File: src/hdl/tle_pkg.sv
// Shared types, codes and sizes of the terminal line editor.
package tle_pkg;

    // Default line buffer size; the line holds two characters fewer.
    localparam int BUFFER_SIZE_DEF = 32;

    // Entries of the command queue between front and back.
    localparam int QUEUE_DEPTH = 2;

    // Key event codes.
    localparam logic [3:0] ACT_INSERT = 4'd0;
    localparam logic [3:0] ACT_BACKSP = 4'd1;
    localparam logic [3:0] ACT_DELETE = 4'd2;
    localparam logic [3:0] ACT_LEFT   = 4'd3;
    localparam logic [3:0] ACT_RIGHT  = 4'd4;
    localparam logic [3:0] ACT_HOME   = 4'd5;
    localparam logic [3:0] ACT_END    = 4'd6;
    localparam logic [3:0] ACT_KILL   = 4'd7;
    localparam logic [3:0] ACT_ACCEPT = 4'd8;
    localparam logic [3:0] ACT_CANCEL = 4'd9;

    // Echo token kinds.
    localparam logic [2:0] KIND_ECHO   = 3'd0;
    localparam logic [2:0] KIND_BELL   = 3'd1;
    localparam logic [2:0] KIND_LEFT   = 3'd2;
    localparam logic [2:0] KIND_RIGHT  = 3'd3;
    localparam logic [2:0] KIND_ERASE  = 3'd4;
    localparam logic [2:0] KIND_VALUE  = 3'd5;
    localparam logic [2:0] KIND_DONE   = 3'd6;
    localparam logic [2:0] KIND_CANCEL = 3'd7;

    localparam logic [6:0] CH_SPACE = 7'd32;

    // A classified key event as it travels through the queue.
    typedef struct packed {
        logic [3:0] op;
        logic       ch_ok;
        logic [6:0] ch;
    } t_cmd;

    typedef struct packed {
        logic full;
        logic empty;
    } t_q_stat;

endpackage

File: src/hdl/tle_front.sv
// Input stage: takes key events, drops unknown codes, and feeds the queue.
module tle_front (
    input  logic            i_clk,
    input  logic            i_rst_n,
    input  logic            i_valid,
    output logic            o_stall,
    input  logic [3:0]      i_action,
    input  logic [7:0]      i_char_code,
    input  tle_pkg::t_q_stat i_q_stat,
    output logic            o_push,
    output tle_pkg::t_cmd   o_cmd
);

    logic          r_valid;
    tle_pkg::t_cmd r_cmd;
    logic          w_accept;
    logic          w_known;

    assign o_stall  = r_valid && i_q_stat.full;
    assign o_push   = r_valid && !i_q_stat.full;
    assign o_cmd    = r_cmd;
    assign w_accept = i_valid && !o_stall;
    assign w_known  = i_action <= tle_pkg::ACT_CANCEL;

    always_ff @(posedge i_clk) begin
        if (!i_rst_n) begin
            r_valid <= 1'b0;
        end else if (w_accept) begin
            // Codes past cancel do nothing at all, so they never reach the queue.
            r_valid <= w_known;
        end else if (o_push) begin
            r_valid <= 1'b0;
        end
    end

    always_ff @(posedge i_clk) begin
        if (w_accept) begin
            r_cmd.op    <= i_action;
            r_cmd.ch_ok <= !i_char_code[7];
            r_cmd.ch    <= i_char_code[6:0];
        end
    end

endmodule

File: src/hdl/tle_queue.sv
// Short command queue that decouples the front from the back.
module tle_queue (
    input  logic             i_clk,
    input  logic             i_rst_n,
    input  logic             i_push,
    input  tle_pkg::t_cmd    i_cmd,
    input  logic             i_pop,
    output tle_pkg::t_cmd    o_cmd,
    output tle_pkg::t_q_stat o_stat
);

    localparam int QAW = (tle_pkg::QUEUE_DEPTH > 1) ? $clog2(tle_pkg::QUEUE_DEPTH) : 1;
    localparam int QCW = $clog2(tle_pkg::QUEUE_DEPTH + 1);
    localparam logic [QAW-1:0] LAST_PTR = QAW'(tle_pkg::QUEUE_DEPTH - 1);
    localparam logic [QCW-1:0] FULL_CNT = QCW'(tle_pkg::QUEUE_DEPTH);

    tle_pkg::t_cmd  r_q [tle_pkg::QUEUE_DEPTH];
    logic [QAW-1:0] r_wp;
    logic [QAW-1:0] r_rp;
    logic [QCW-1:0] r_cnt;
    logic           w_push;
    logic           w_pop;

    assign o_stat.full  = (r_cnt == FULL_CNT);
    assign o_stat.empty = (r_cnt == '0);
    assign o_cmd        = r_q[r_rp];
    assign w_push       = i_push && !o_stat.full;
    assign w_pop        = i_pop && !o_stat.empty;

    always_ff @(posedge i_clk) begin
        if (!i_rst_n) begin
            r_wp  <= '0;
            r_rp  <= '0;
            r_cnt <= '0;
        end else begin
            if (w_push) begin
                r_wp <= (r_wp == LAST_PTR) ? '0 : r_wp + 1'b1;
            end
            if (w_pop) begin
                r_rp <= (r_rp == LAST_PTR) ? '0 : r_rp + 1'b1;
            end
            if (w_push && !w_pop) begin
                r_cnt <= r_cnt + 1'b1;
            end else if (w_pop && !w_push) begin
                r_cnt <= r_cnt - 1'b1;
            end
        end
    end

    always_ff @(posedge i_clk) begin
        if (w_push) begin
            r_q[r_wp] <= i_cmd;
        end
    end

endmodule

File: src/hdl/tle_back.sv
// Execution sequencer: holds the gap buffer and emits the echo tokens.
module tle_back #(
    parameter int BUFFER_SIZE = tle_pkg::BUFFER_SIZE_DEF
) (
    input  logic             i_clk,
    input  logic             i_rst_n,
    input  tle_pkg::t_cmd    i_q_cmd,
    input  tle_pkg::t_q_stat i_q_stat,
    output logic             o_q_pop,
    output logic             o_valid,
    input  logic             i_stall,
    output logic [2:0]       o_kind,
    output logic [7:0]       o_out_char,
    output logic             o_last
);

    localparam int AW = $clog2(BUFFER_SIZE);
    localparam int LW = AW + 1;
    localparam logic [LW:0]   CAP_SUM = (LW + 1)'(BUFFER_SIZE - 2);
    localparam logic [LW-1:0] ONE     = LW'(1);

    localparam logic [3:0] S_IDLE  = 4'd0;
    localparam logic [3:0] S_HEAD  = 4'd1;
    localparam logic [3:0] S_ECHO  = 4'd2;
    localparam logic [3:0] S_SPACE = 4'd3;
    localparam logic [3:0] S_BACK  = 4'd4;
    localparam logic [3:0] S_MOVE  = 4'd5;
    localparam logic [3:0] S_KSP   = 4'd6;
    localparam logic [3:0] S_KLF   = 4'd7;
    localparam logic [3:0] S_VALL  = 4'd8;
    localparam logic [3:0] S_VALR  = 4'd9;
    localparam logic [3:0] S_DONE  = 4'd10;

    logic [6:0] mem_l [BUFFER_SIZE];
    logic [6:0] mem_r [BUFFER_SIZE];
    logic [6:0] r_lq, r_rq;

    logic [3:0]    r_state, n_state;
    logic [LW-1:0] r_len_l, n_len_l;
    logic [LW-1:0] r_len_r, n_len_r;
    logic [LW-1:0] r_idx, n_idx;
    logic [LW-1:0] r_cnt, n_cnt;
    logic          r_space, n_space;
    logic          r_redraw, n_redraw;
    logic          r_dir, n_dir;
    logic          r_have;
    logic [2:0]    r_hkind, n_hkind;
    logic [6:0]    r_hchar, n_hchar;

    logic          r_ov;
    logic [2:0]    r_okind;
    logic [7:0]    r_ochar;
    logic          r_olast;

    logic          tok_valid, tok_last, fire, slot_free;
    logic [2:0]    tok_kind;
    logic [7:0]    tok_char;
    logic          wl_en, wr_en;
    logic [AW-1:0] wl_addr, wr_addr, rl_addr, rr_addr;
    logic [6:0]    wl_data, wr_data;
    logic          data_next, do_read;
    logic [LW:0]   len_sum;
    logic [LW-1:0] tmp_len;
    tle_pkg::t_cmd cmd;

    // First state of a redraw of the text right of the cursor.
    function automatic logic [3:0] f_redraw(input logic [LW-1:0] len, input logic sp);
        logic [3:0] st;
        if (len != '0) begin
            st = S_ECHO;
        end else if (sp) begin
            st = S_SPACE;
        end else begin
            st = S_IDLE;
        end
        return st;
    endfunction

    assign slot_free  = !r_ov || !i_stall;
    assign fire       = tok_valid && slot_free;
    assign o_valid    = r_ov;
    assign o_kind     = r_okind;
    assign o_out_char = r_ochar;
    assign o_last     = r_olast;
    assign cmd        = i_q_cmd;
    assign len_sum    = {1'b0, r_len_l} + {1'b0, r_len_r};

    // Token offered by the current state.
    always_comb begin
        tok_valid = 1'b0;
        tok_kind  = tle_pkg::KIND_ECHO;
        tok_char  = 8'd0;
        tok_last  = 1'b0;
        unique case (r_state)
            S_HEAD: begin
                tok_valid = 1'b1;
                tok_kind  = r_hkind;
                tok_char  = (r_hkind == tle_pkg::KIND_ECHO) ? {1'b0, r_hchar} : 8'd0;
                tok_last  = !r_redraw || (r_len_r == '0 && !r_space);
            end
            S_ECHO: begin
                tok_valid = r_have;
                tok_char  = {1'b0, r_rq};
            end
            S_SPACE, S_KSP: begin
                tok_valid = 1'b1;
                tok_char  = {1'b0, tle_pkg::CH_SPACE};
            end
            S_BACK, S_KLF: begin
                tok_valid = 1'b1;
                tok_kind  = tle_pkg::KIND_LEFT;
                tok_last  = (r_cnt == ONE);
            end
            S_MOVE: begin
                tok_valid = r_have;
                tok_kind  = r_dir ? tle_pkg::KIND_RIGHT : tle_pkg::KIND_LEFT;
                tok_last  = (r_cnt == ONE);
            end
            S_VALL: begin
                tok_valid = r_have;
                tok_kind  = tle_pkg::KIND_VALUE;
                tok_char  = {1'b0, r_lq};
            end
            S_VALR: begin
                tok_valid = r_have;
                tok_kind  = tle_pkg::KIND_VALUE;
                tok_char  = {1'b0, r_rq};
            end
            S_DONE: begin
                tok_valid = 1'b1;
                tok_kind  = tle_pkg::KIND_DONE;
                tok_last  = 1'b1;
            end
            default: begin
                tok_valid = 1'b0;
            end
        endcase
    end

    // Sequencer next state.
    always_comb begin
        n_state  = r_state;
        n_len_l  = r_len_l;
        n_len_r  = r_len_r;
        n_idx    = r_idx;
        n_cnt    = r_cnt;
        n_space  = r_space;
        n_redraw = r_redraw;
        n_dir    = r_dir;
        n_hkind  = r_hkind;
        n_hchar  = r_hchar;
        o_q_pop  = 1'b0;
        wl_en    = 1'b0;
        wl_addr  = r_len_l[AW-1:0];
        wl_data  = cmd.ch;
        wr_en    = 1'b0;
        wr_addr  = r_len_r[AW-1:0];
        wr_data  = r_lq;
        tmp_len  = r_len_r - ONE;
        unique case (r_state)
            S_IDLE: begin
                if (!i_q_stat.empty) begin
                    o_q_pop = 1'b1;
                    unique case (cmd.op)
                        tle_pkg::ACT_INSERT: begin
                            n_redraw = 1'b1;
                            n_space  = 1'b0;
                            if (!cmd.ch_ok) begin
                                // Dropped character: only the redraw goes out.
                                n_state = f_redraw(r_len_r, 1'b0);
                                n_idx   = r_len_r;
                                n_cnt   = r_len_r;
                            end else if (len_sum >= CAP_SUM) begin
                                n_state = S_HEAD;
                                n_hkind = tle_pkg::KIND_BELL;
                            end else begin
                                wl_en   = 1'b1;
                                n_len_l = r_len_l + ONE;
                                n_state = S_HEAD;
                                n_hkind = tle_pkg::KIND_ECHO;
                                n_hchar = cmd.ch;
                            end
                        end
                        tle_pkg::ACT_BACKSP: begin
                            n_state = S_HEAD;
                            if (r_len_l != '0) begin
                                n_hkind  = tle_pkg::KIND_ERASE;
                                n_redraw = 1'b1;
                                n_space  = 1'b1;
                                n_len_l  = r_len_l - ONE;
                            end else begin
                                n_hkind  = tle_pkg::KIND_BELL;
                                n_redraw = 1'b0;
                            end
                        end
                        tle_pkg::ACT_DELETE: begin
                            if (r_len_r != '0) begin
                                n_len_r = tmp_len;
                                n_space = 1'b1;
                                n_state = f_redraw(tmp_len, 1'b1);
                                n_idx   = tmp_len;
                                n_cnt   = r_len_r;
                            end else begin
                                n_state  = S_HEAD;
                                n_hkind  = tle_pkg::KIND_BELL;
                                n_redraw = 1'b0;
                            end
                        end
                        tle_pkg::ACT_LEFT: begin
                            if (r_len_l != '0) begin
                                n_state = S_MOVE;
                                n_dir   = 1'b0;
                                n_cnt   = ONE;
                            end
                        end
                        tle_pkg::ACT_RIGHT: begin
                            if (r_len_r != '0) begin
                                n_state = S_MOVE;
                                n_dir   = 1'b1;
                                n_cnt   = ONE;
                            end
                        end
                        tle_pkg::ACT_HOME: begin
                            if (r_len_l != '0) begin
                                n_state = S_MOVE;
                                n_dir   = 1'b0;
                                n_cnt   = r_len_l;
                            end
                        end
                        tle_pkg::ACT_END: begin
                            if (r_len_r != '0) begin
                                n_state = S_MOVE;
                                n_dir   = 1'b1;
                                n_cnt   = r_len_r;
                            end
                        end
                        tle_pkg::ACT_KILL: begin
                            if (r_len_r != '0) begin
                                n_state = S_KSP;
                                n_cnt   = r_len_r;
                                n_idx   = r_len_r;
                            end
                        end
                        tle_pkg::ACT_ACCEPT: begin
                            if (r_len_l != '0) begin
                                n_state = S_VALL;
                                n_idx   = '0;
                            end else if (r_len_r != '0) begin
                                n_state = S_VALR;
                                n_idx   = r_len_r;
                            end else begin
                                n_state = S_DONE;
                            end
                        end
                        tle_pkg::ACT_CANCEL: begin
                            n_state  = S_HEAD;
                            n_hkind  = tle_pkg::KIND_CANCEL;
                            n_redraw = 1'b0;
                            n_len_l  = '0;
                            n_len_r  = '0;
                        end
                        default: begin
                            n_state = S_IDLE;
                        end
                    endcase
                end
            end
            S_HEAD: begin
                if (fire) begin
                    if (r_redraw) begin
                        n_state = f_redraw(r_len_r, r_space);
                        n_idx   = r_len_r;
                        n_cnt   = r_len_r + {{(LW-1){1'b0}}, r_space};
                    end else begin
                        n_state = S_IDLE;
                    end
                end
            end
            S_ECHO: begin
                if (fire) begin
                    n_idx = r_idx - ONE;
                    if (r_idx == ONE) begin
                        n_state = r_space ? S_SPACE : S_BACK;
                    end
                end
            end
            S_SPACE: begin
                if (fire) begin
                    n_state = S_BACK;
                end
            end
            S_BACK: begin
                if (fire) begin
                    n_cnt = r_cnt - ONE;
                    if (r_cnt == ONE) begin
                        n_state = S_IDLE;
                    end
                end
            end
            S_MOVE: begin
                if (fire) begin
                    // One character crosses the gap with each cursor token.
                    if (r_dir) begin
                        wl_en   = 1'b1;
                        wl_data = r_rq;
                        n_len_r = r_len_r - ONE;
                        n_len_l = r_len_l + ONE;
                    end else begin
                        wr_en   = 1'b1;
                        n_len_l = r_len_l - ONE;
                        n_len_r = r_len_r + ONE;
                    end
                    n_cnt = r_cnt - ONE;
                    if (r_cnt == ONE) begin
                        n_state = S_IDLE;
                    end
                end
            end
            S_KSP: begin
                if (fire) begin
                    n_cnt = r_cnt - ONE;
                    if (r_cnt == ONE) begin
                        n_state = S_KLF;
                        n_cnt   = r_idx;
                    end
                end
            end
            S_KLF: begin
                if (fire) begin
                    n_cnt = r_cnt - ONE;
                    if (r_cnt == ONE) begin
                        n_state = S_IDLE;
                        n_len_r = '0;
                    end
                end
            end
            S_VALL: begin
                if (fire) begin
                    n_idx = r_idx + ONE;
                    if (r_idx + ONE == r_len_l) begin
                        if (r_len_r != '0) begin
                            n_state = S_VALR;
                            n_idx   = r_len_r;
                        end else begin
                            n_state = S_DONE;
                        end
                    end
                end
            end
            S_VALR: begin
                if (fire) begin
                    n_idx = r_idx - ONE;
                    if (r_idx == ONE) begin
                        n_state = S_DONE;
                    end
                end
            end
            S_DONE: begin
                if (fire) begin
                    n_state = S_IDLE;
                    n_len_l = '0;
                    n_len_r = '0;
                end
            end
            default: begin
                n_state = S_IDLE;
            end
        endcase
    end

    // The read register of each store is refilled only when its word is used or holds none yet,
    // so a stalled output keeps the fetched character in place.
    always_comb begin
        data_next = (n_state == S_ECHO) || (n_state == S_MOVE) ||
                    (n_state == S_VALL) || (n_state == S_VALR);
        do_read   = data_next && (fire || !r_have);
        rl_addr   = (n_state == S_MOVE) ? AW'(n_len_l - ONE) : n_idx[AW-1:0];
        rr_addr   = (n_state == S_MOVE) ? AW'(n_len_r - ONE) : AW'(n_idx - ONE);
    end

    always_ff @(posedge i_clk) begin
        if (wl_en) begin
            mem_l[wl_addr] <= wl_data;
        end
        if (wr_en) begin
            mem_r[wr_addr] <= wr_data;
        end
        if (do_read) begin
            r_lq <= mem_l[rl_addr];
            r_rq <= mem_r[rr_addr];
        end
    end

    always_ff @(posedge i_clk) begin
        if (!i_rst_n) begin
            r_state <= S_IDLE;
            r_len_l <= '0;
            r_len_r <= '0;
            r_have  <= 1'b0;
            r_ov    <= 1'b0;
        end else begin
            r_state <= n_state;
            r_len_l <= n_len_l;
            r_len_r <= n_len_r;
            r_have  <= data_next;
            if (fire) begin
                r_ov <= 1'b1;
            end else if (!i_stall) begin
                r_ov <= 1'b0;
            end
        end
    end

    always_ff @(posedge i_clk) begin
        r_idx    <= n_idx;
        r_cnt    <= n_cnt;
        r_space  <= n_space;
        r_redraw <= n_redraw;
        r_dir    <= n_dir;
        r_hkind  <= n_hkind;
        r_hchar  <= n_hchar;
        if (fire) begin
            r_okind <= tok_kind;
            r_ochar <= tok_char;
            r_olast <= tok_last;
        end
    end

    a_cap: assert property (@(posedge i_clk) disable iff (!i_rst_n)
        len_sum <= CAP_SUM)
        else $error("line length beyond capacity");

    a_last_idle: assert property (@(posedge i_clk) disable iff (!i_rst_n)
        (fire && tok_last) |=> (r_state == S_IDLE))
        else $error("sequencer busy after final token");

    a_cnt: assert property (@(posedge i_clk) disable iff (!i_rst_n)
        (r_state == S_BACK || r_state == S_MOVE || r_state == S_KSP ||
         r_state == S_KLF) |-> (r_cnt != '0))
        else $error("token count ran out inside a counted phase");

    a_idx: assert property (@(posedge i_clk) disable iff (!i_rst_n)
        (r_state == S_ECHO || r_state == S_VALR) |-> (r_idx != '0))
        else $error("read index ran out inside a read phase");

endmodule

File: src/hdl/terminal_line_editor_core.sv
// Top level of the terminal line editor: front, command queue and back.
//
//  channel  | handshake          | word
//  ---------+--------------------+-----------------------------------
//  in       | i_valid / o_stall  | i_action, i_char_code
//  out      | o_valid / i_stall  | o_kind, o_out_char, o_last
//
// A key event moves from the input register into the queue, and the back
// dispatches it from the queue head when it is idle. Text store reads are
// issued at the edge that enters a phase, so phases follow each other without
// a gap. The back dispatches an item in its idle state and then offers the
// item's tokens in order; a stalled output holds the current token. The
// longest items at the default buffer size have 61 tokens, such as a bell and
// a 60-token redraw. Reset clears the line lengths, the queue and all valid
// flags; the text stores need no clearing. An output stall holds the back and,
// once the queue is full, the input side as well.
module terminal_line_editor_core #(
    parameter int BUFFER_SIZE = tle_pkg::BUFFER_SIZE_DEF
) (
    input  logic       i_clk,
    input  logic       i_rst_n,
    input  logic       i_valid,
    output logic       o_stall,
    input  logic [3:0] i_action,
    input  logic [7:0] i_char_code,
    output logic       o_valid,
    input  logic       i_stall,
    output logic [2:0] o_kind,
    output logic [7:0] o_out_char,
    output logic       o_last
);

    tle_pkg::t_cmd    w_push_cmd;
    tle_pkg::t_cmd    w_head_cmd;
    tle_pkg::t_q_stat w_q_stat;
    logic             w_push;
    logic             w_pop;

    tle_front u_front (
        .i_clk       (i_clk),
        .i_rst_n     (i_rst_n),
        .i_valid     (i_valid),
        .o_stall     (o_stall),
        .i_action    (i_action),
        .i_char_code (i_char_code),
        .i_q_stat    (w_q_stat),
        .o_push      (w_push),
        .o_cmd       (w_push_cmd)
    );

    tle_queue u_queue (
        .i_clk   (i_clk),
        .i_rst_n (i_rst_n),
        .i_push  (w_push),
        .i_cmd   (w_push_cmd),
        .i_pop   (w_pop),
        .o_cmd   (w_head_cmd),
        .o_stat  (w_q_stat)
    );

    tle_back #(
        .BUFFER_SIZE (BUFFER_SIZE)
    ) u_back (
        .i_clk      (i_clk),
        .i_rst_n    (i_rst_n),
        .i_q_cmd    (w_head_cmd),
        .i_q_stat   (w_q_stat),
        .o_q_pop    (w_pop),
        .o_valid    (o_valid),
        .i_stall    (i_stall),
        .o_kind     (o_kind),
        .o_out_char (o_out_char),
        .o_last     (o_last)
    );

endmodule
File: config.mk
export PLATFORM = sky130hd
export DESIGN_NAME = terminal_line_editor_core
export DESIGN_NICKNAME = d
export VERILOG_FILES = /design/src/hdl/tle_pkg.sv /design/src/hdl/tle_front.sv /design/src/hdl/tle_queue.sv /design/src/hdl/tle_back.sv /design/src/hdl/terminal_line_editor_core.sv
export SDC_FILE = /design/constraint.sdc
export NUM_CORES = 1
export LEC_CHECK = 0
export ABC_CLOCK_PERIOD_IN_PS = 5500
export BUFFER_PORTS_ARGS = -buffer_cell sky130_fd_sc_hd__clkbuf_2
export CORE_UTILIZATION = 30
export CTS_BUF_LIST = sky130_fd_sc_hd__clkbuf_2
export CTS_CLUSTER_SIZE = 25
export DETAILED_ROUTE_END_ITERATION = 7
export SLEW_MARGIN = 20
export SYNTH_ARGS = -nofsm -noshare
export SYNTH_HDL_FRONTEND = slang
export SYNTH_HIERARCHICAL = 1
export SYNTH_SLANG_ARGS = --single-unit
File: constraint.sdc
create_clock -name i_clk -period 5.5 [get_ports i_clk]
set_input_delay 0.825 -clock i_clk [delete_from_list [all_inputs] [get_ports i_clk]]
set_output_delay 0.825 -clock i_clk [all_outputs]
set_load 0.02 [all_outputs]
==> impl_metrics.xml <==
<?xml version="1.0" encoding="UTF-8"?>
<metrics>
  <group name="synth">
    <metric name="postSynth.topFlopCell" unit="">edfxtp_1</metric>
    <metric name="post_synth_num_cell_types" unit="">107</metric>
    <metric name="fraction_of_the_yosys_area_taken_by_sequential_cells" unit="">0.620</metric>
    <metric name="async_reset_ff_frac" unit="">0</metric>
    <metric name="netlist_area" unit="um^2">26600</metric>
    <metric name="yosys_warnings" unit="">6</metric>
    <metric name="syn_area_cell" unit="um^2">13.0</metric>
    <metric name="synth_seq_cells" unit="">558</metric>
    <metric name="syn_nets" unit="">2086</metric>
    <metric name="syn-instance-count" unit="">2044</metric>
    <metric name="synth_edf_count" unit="">529</metric>
  </group>
  <group name="detailed_routing">
    <metric name="vias_per_cell" unit="">5.27</metric>
    <metric name="met2_wirelength" unit="mm">35.4</metric>
    <metric name="wl_met3" unit="mm">5.59</metric>
    <metric name="detail_route.wl_per_cell" unit="um">21.9</metric>
    <metric name="first_iter_violations" unit="">1932</metric>
    <metric name="m1WireLength" unit="mm">33.0</metric>
    <metric name="detailroute.via_count" unit="">18300</metric>
    <metric name="antenna_left" unit="">0</metric>
    <metric name="routed_wl" unit="mm">76.1</metric>
    <metric name="route.top_layer_used" unit="">met4</metric>
    <metric name="detail_route.first_pass.iterations" unit="">8</metric>
    <metric name="drc" unit="">0</metric>
  </group>
  <group name="finish">
    <metric name="layout_common_cells" unit="">edfxtp_1 (529), clkbuf_2 (220), mux2i_1 (193), nand2_1 (181), nor2_1 (146)</metric>
    <metric name="layout_commonest_cell" unit="">edfxtp_1</metric>
    <metric name="layout-drive-gt1-share" unit="">0.192</metric>
    <metric name="fin_nets" unit="">2251</metric>
    <metric name="area.growth.synth_to_final" unit="%">13.0</metric>
    <metric name="layout.cell_area.non_filler" unit="um^2">30000</metric>
    <metric name="final_core_utilization" unit="">0.344</metric>
    <metric name="fin_cells" unit="">3478</metric>
  </group>
  <group name="sta">
    <metric name="rsz0062_at_grt" unit="">no</metric>
    <metric name="finalHoldViolations" unit="">0</metric>
    <metric name="max_slew_margin" unit="">0.242</metric>
    <metric name="period_needed" unit="ns">5.31</metric>
    <metric name="layout_worst_path_cycle_share" unit="">0.965</metric>
    <metric name="report.final.slew_viol_count" unit="">0</metric>
    <metric name="setup_violations" unit="">0</metric>
    <metric name="tns" unit="ns">0</metric>
    <metric name="worst_pin_slew" unit="ns">1.13</metric>
    <metric name="final_critical_path_setup_slack" unit="ns">0.190</metric>
    <metric name="maxClockFrequency" unit="MHz">188</metric>
    <metric name="fin_skew" unit="ns">0.128</metric>
  </group>
  <group name="worst_setup_path">
    <metric name="crit-reg2reg-capture" unit="">u_back/r_rq[6]</metric>
    <metric name="crit_arrival" unit="ns">6.33</metric>
    <metric name="worst-r2r-setup-slack" unit="ns">0.19</metric>
    <metric name="crit_path_max_fanout" unit="">37</metric>
    <metric name="worstRegToRegCells" unit="">15</metric>
    <metric name="endpoint_kind" unit="">register</metric>
    <metric name="critPathKind" unit="">register to register</metric>
    <metric name="start_kind" unit="">register</metric>
    <metric name="cp.required" unit="ns">6.52</metric>
  </group>
  <group name="floorplanning">
    <metric name="core-area" unit="um^2">87300</metric>
    <metric name="floorplan.die_area" unit="um^2">89800</metric>
    <metric name="die_w" unit="um">300</metric>
    <metric name="rows" unit="">108</metric>
    <metric name="dieHeight" unit="um">300</metric>
    <metric name="initial_utilization" unit="">0.304</metric>
    <metric name="total_i_o_pin_count" unit="">30</metric>
  </group>
  <group name="min_path">
    <metric name="hp-start" unit="">i_char_code[0]</metric>
    <metric name="min_path_type" unit="">primary input to register</metric>
    <metric name="hold_path_depth" unit="">2</metric>
    <metric name="whs_endpoint" unit="">u_front/o_cmd[0]</metric>
  </group>
  <group name="pwr">
    <metric name="power_per_cell_area" unit="nW/um^2">530</metric>
    <metric name="leakage" unit="uW">0.0106</metric>
    <metric name="ir_drop" unit="mV">0.470</metric>
  </group>
  <group name="clock_network">
    <metric name="cts-buffers-inserted" unit="">142</metric>
    <metric name="clock_insertion_delay_worst_skew" unit="ns">1.29</metric>
    <metric name="htree_levels" unit="">4</metric>
    <metric name="cts_root_buffer" unit="">clkbuf_2</metric>
    <metric name="clockBufferDepth" unit="">3</metric>
    <metric name="clock-sinks" unit="">558</metric>
    <metric name="clock_pin_slew_on_the_worst_setup_and_hold_paths" unit="ns">0.11</metric>
    <metric name="tritoncts_clock_tree" unit="">yes</metric>
  </group>
  <group name="global_routing">
    <metric name="grt_max_degree" unit="">81</metric>
    <metric name="antenna_violations_before_repair" unit="">2</metric>
    <metric name="vias_in_the_first_global_route" unit="">18300</metric>
    <metric name="grt_util_all_layers" unit="">0.169</metric>
    <metric name="grt_overflow" unit="">0</metric>
    <metric name="global_route_wire_length_before_repair" unit="mm">114</metric>
  </group>
  <group name="run">
    <metric name="timing.max_cap.violations" unit="">0</metric>
  </group>
  <group name="placed_design">
    <metric name="post-place-ws" unit="ns">0.122</metric>
    <metric name="postPlaceCellArea" unit="um^2">28500</metric>
    <metric name="port_buffers" unit="">28</metric>
    <metric name="place.detailed.hpwl" unit="mm">51.6</metric>
    <metric name="place.gp.congestion" unit="">0.968</metric>
    <metric name="dp_cells" unit="">3203</metric>
  </group>
  <group name="outcome">
    <metric name="outcome" unit="">complete, no violations</metric>
  </group>
</metrics>
-- how the worst max path moves through the flow --
stage	to	slack, ns	cells after the start
after floorplan	u_back/r_rq[5]	0.05	24
after CTS	u_back/r_lq[2]	0.04	20
final	u_back/r_rq[6]	0.19	15
after global routing	u_back/r_rq[6]	0.008	15
after global placement	u_back/r_rq[5]	0.01	17
after detailed placement	u_back/r_rq[5]	0.12	17
-- per-stage QoR --
stage / power (uW) / hold WS (ns)
final: 15900 / 0.247
after global routing: 16800 / 0.116
after CTS: 16000 / 0.0831
after detailed placement: 13000 / 0.435
after global placement: 12900 / 0.422
after floorplan: 10700 / 0.421
-- synthesized netlist by cell type, types with 7 or more instances --
master	n	area share
o21ai_0	56	0.011
o22ai_1	11	0.0026
a31oi_1	10	0.0024
xnor2_1	23	0.0076
clkbuf_1	65	0.0092
nand2_1	181	0.026
mux2i_1	193	0.073
inv_1	31	0.0044
dfxtp_1	29	0.022
and2_1	13	0.0031
nand3_1	40	0.0075
nor3_1	30	0.0057
a311o_1	24	0.0090
nand2b_1	15	0.0035
nor2_1	146	0.021
a211oi_1	65	0.018
ha_1	25	0.012
buf_1	7	0.00099
buf_2	44	0.0083
o31ai_1	16	0.0045
a32oi_1	20	0.0066
o21ai_1	7	0.0013
nor4_1	12	0.0028
xor2_1	9	0.0030
nand4_1	8	0.0019
a22oi_1	7	0.0020
a222oi_1	7	0.0026
a21o_1	7	0.0020
buf_4	9	0.0025
edfxtp_1	529	0.60
nor2b_1	41	0.0097
mux2_2	30	0.013
o211ai_1	27	0.0076
nand4bb_1	7	0.0030
mux4_2	10	0.0085
a221oi_1	9	0.0030
a21oi_1	90	0.017
or3_1	14	0.0033
a21boi_0	26	0.0073
and3_1	8	0.0019
-- power breakdown --
group          internal, uW  total [uW]  leakage, uW  switching [uW]
logic                  3080        7730      0.00460            4650
registers              5090        5270      0.00501             174
clock network          1210        2920     0.000994            1710
total                  9380       15900       0.0106            6540
-- per-layer routing --
layer,global-route usage,vias to the layer above
li1,-,8350
met1,0.225,9113
met2,0.267,729
met3,0.0381,148
met4,0.0622,0
met5,0,-
-- flip-flops by register name, summed over array words and instances, names as in the netlist, 3 cells and up, named ones only --
name	flops
u_back/r_rq	7
u_back/o_out_char	7
u_back/r_state	4
u_back/r_len_l	6
u_back/r_hchar	7
u_back/r_hkind	3
u_queue/r_q	24
u_back/r_cnt	6
u_back/r_len_r	6
u_back/mem_r	224
u_back/mem_l	224
u_back/r_lq	7
u_front/o_cmd	12
u_back/r_idx	6
u_back/o_kind	3
-- cell families after synthesis --
family	after synthesis	synth area share
simple gates	573	0.109
flops	558	0.620
compound gates	450	0.123
mux	234	0.0949
buf+inv	168	0.0289
xor+xnor	34	0.0120
fa+ha+maj	26	0.0125
other cells	1	0.000141
-- repair_timing --
action,in CTS,in global routing
setup endpoints to repair,0,8
resized for setup,0,5
buffers inserted,0,1
hold buffers,16,0
hold endpoints to repair,30,0
-- worst max-delay path: stages (launching register included) --
cell and delay [ns]:
dfxtp_1 0.45, mux2_2 0.49, or4_1 0.70, nor2_1 0.37
nor2_1 0.14, or4_1 0.51, o2111a_1 0.20, o211ai_1 0.13
nand2_1 0.15, ha_4 0.37, buf_12 0.22, nor2b_1 0.07
a211oi_1 0.26, a21oi_1 0.12, mux4_2 0.54, mux2_2 0.28
-- layout make-up --
cell class | instances | area (um^2)
well taps | 1155 | 1450
multi-input cells | 1318 | 9400
flip-flops and latches | 558 | 16500
clock buffers | 192 | 961
inverters | 37 | 139
repair buffers | 152 | 1210
fillers | 8682 | 57300
clock inverters | 63 | 405
diodes | 3 | 7.51
No activity file was read; power rests on OpenSTA's default activity.
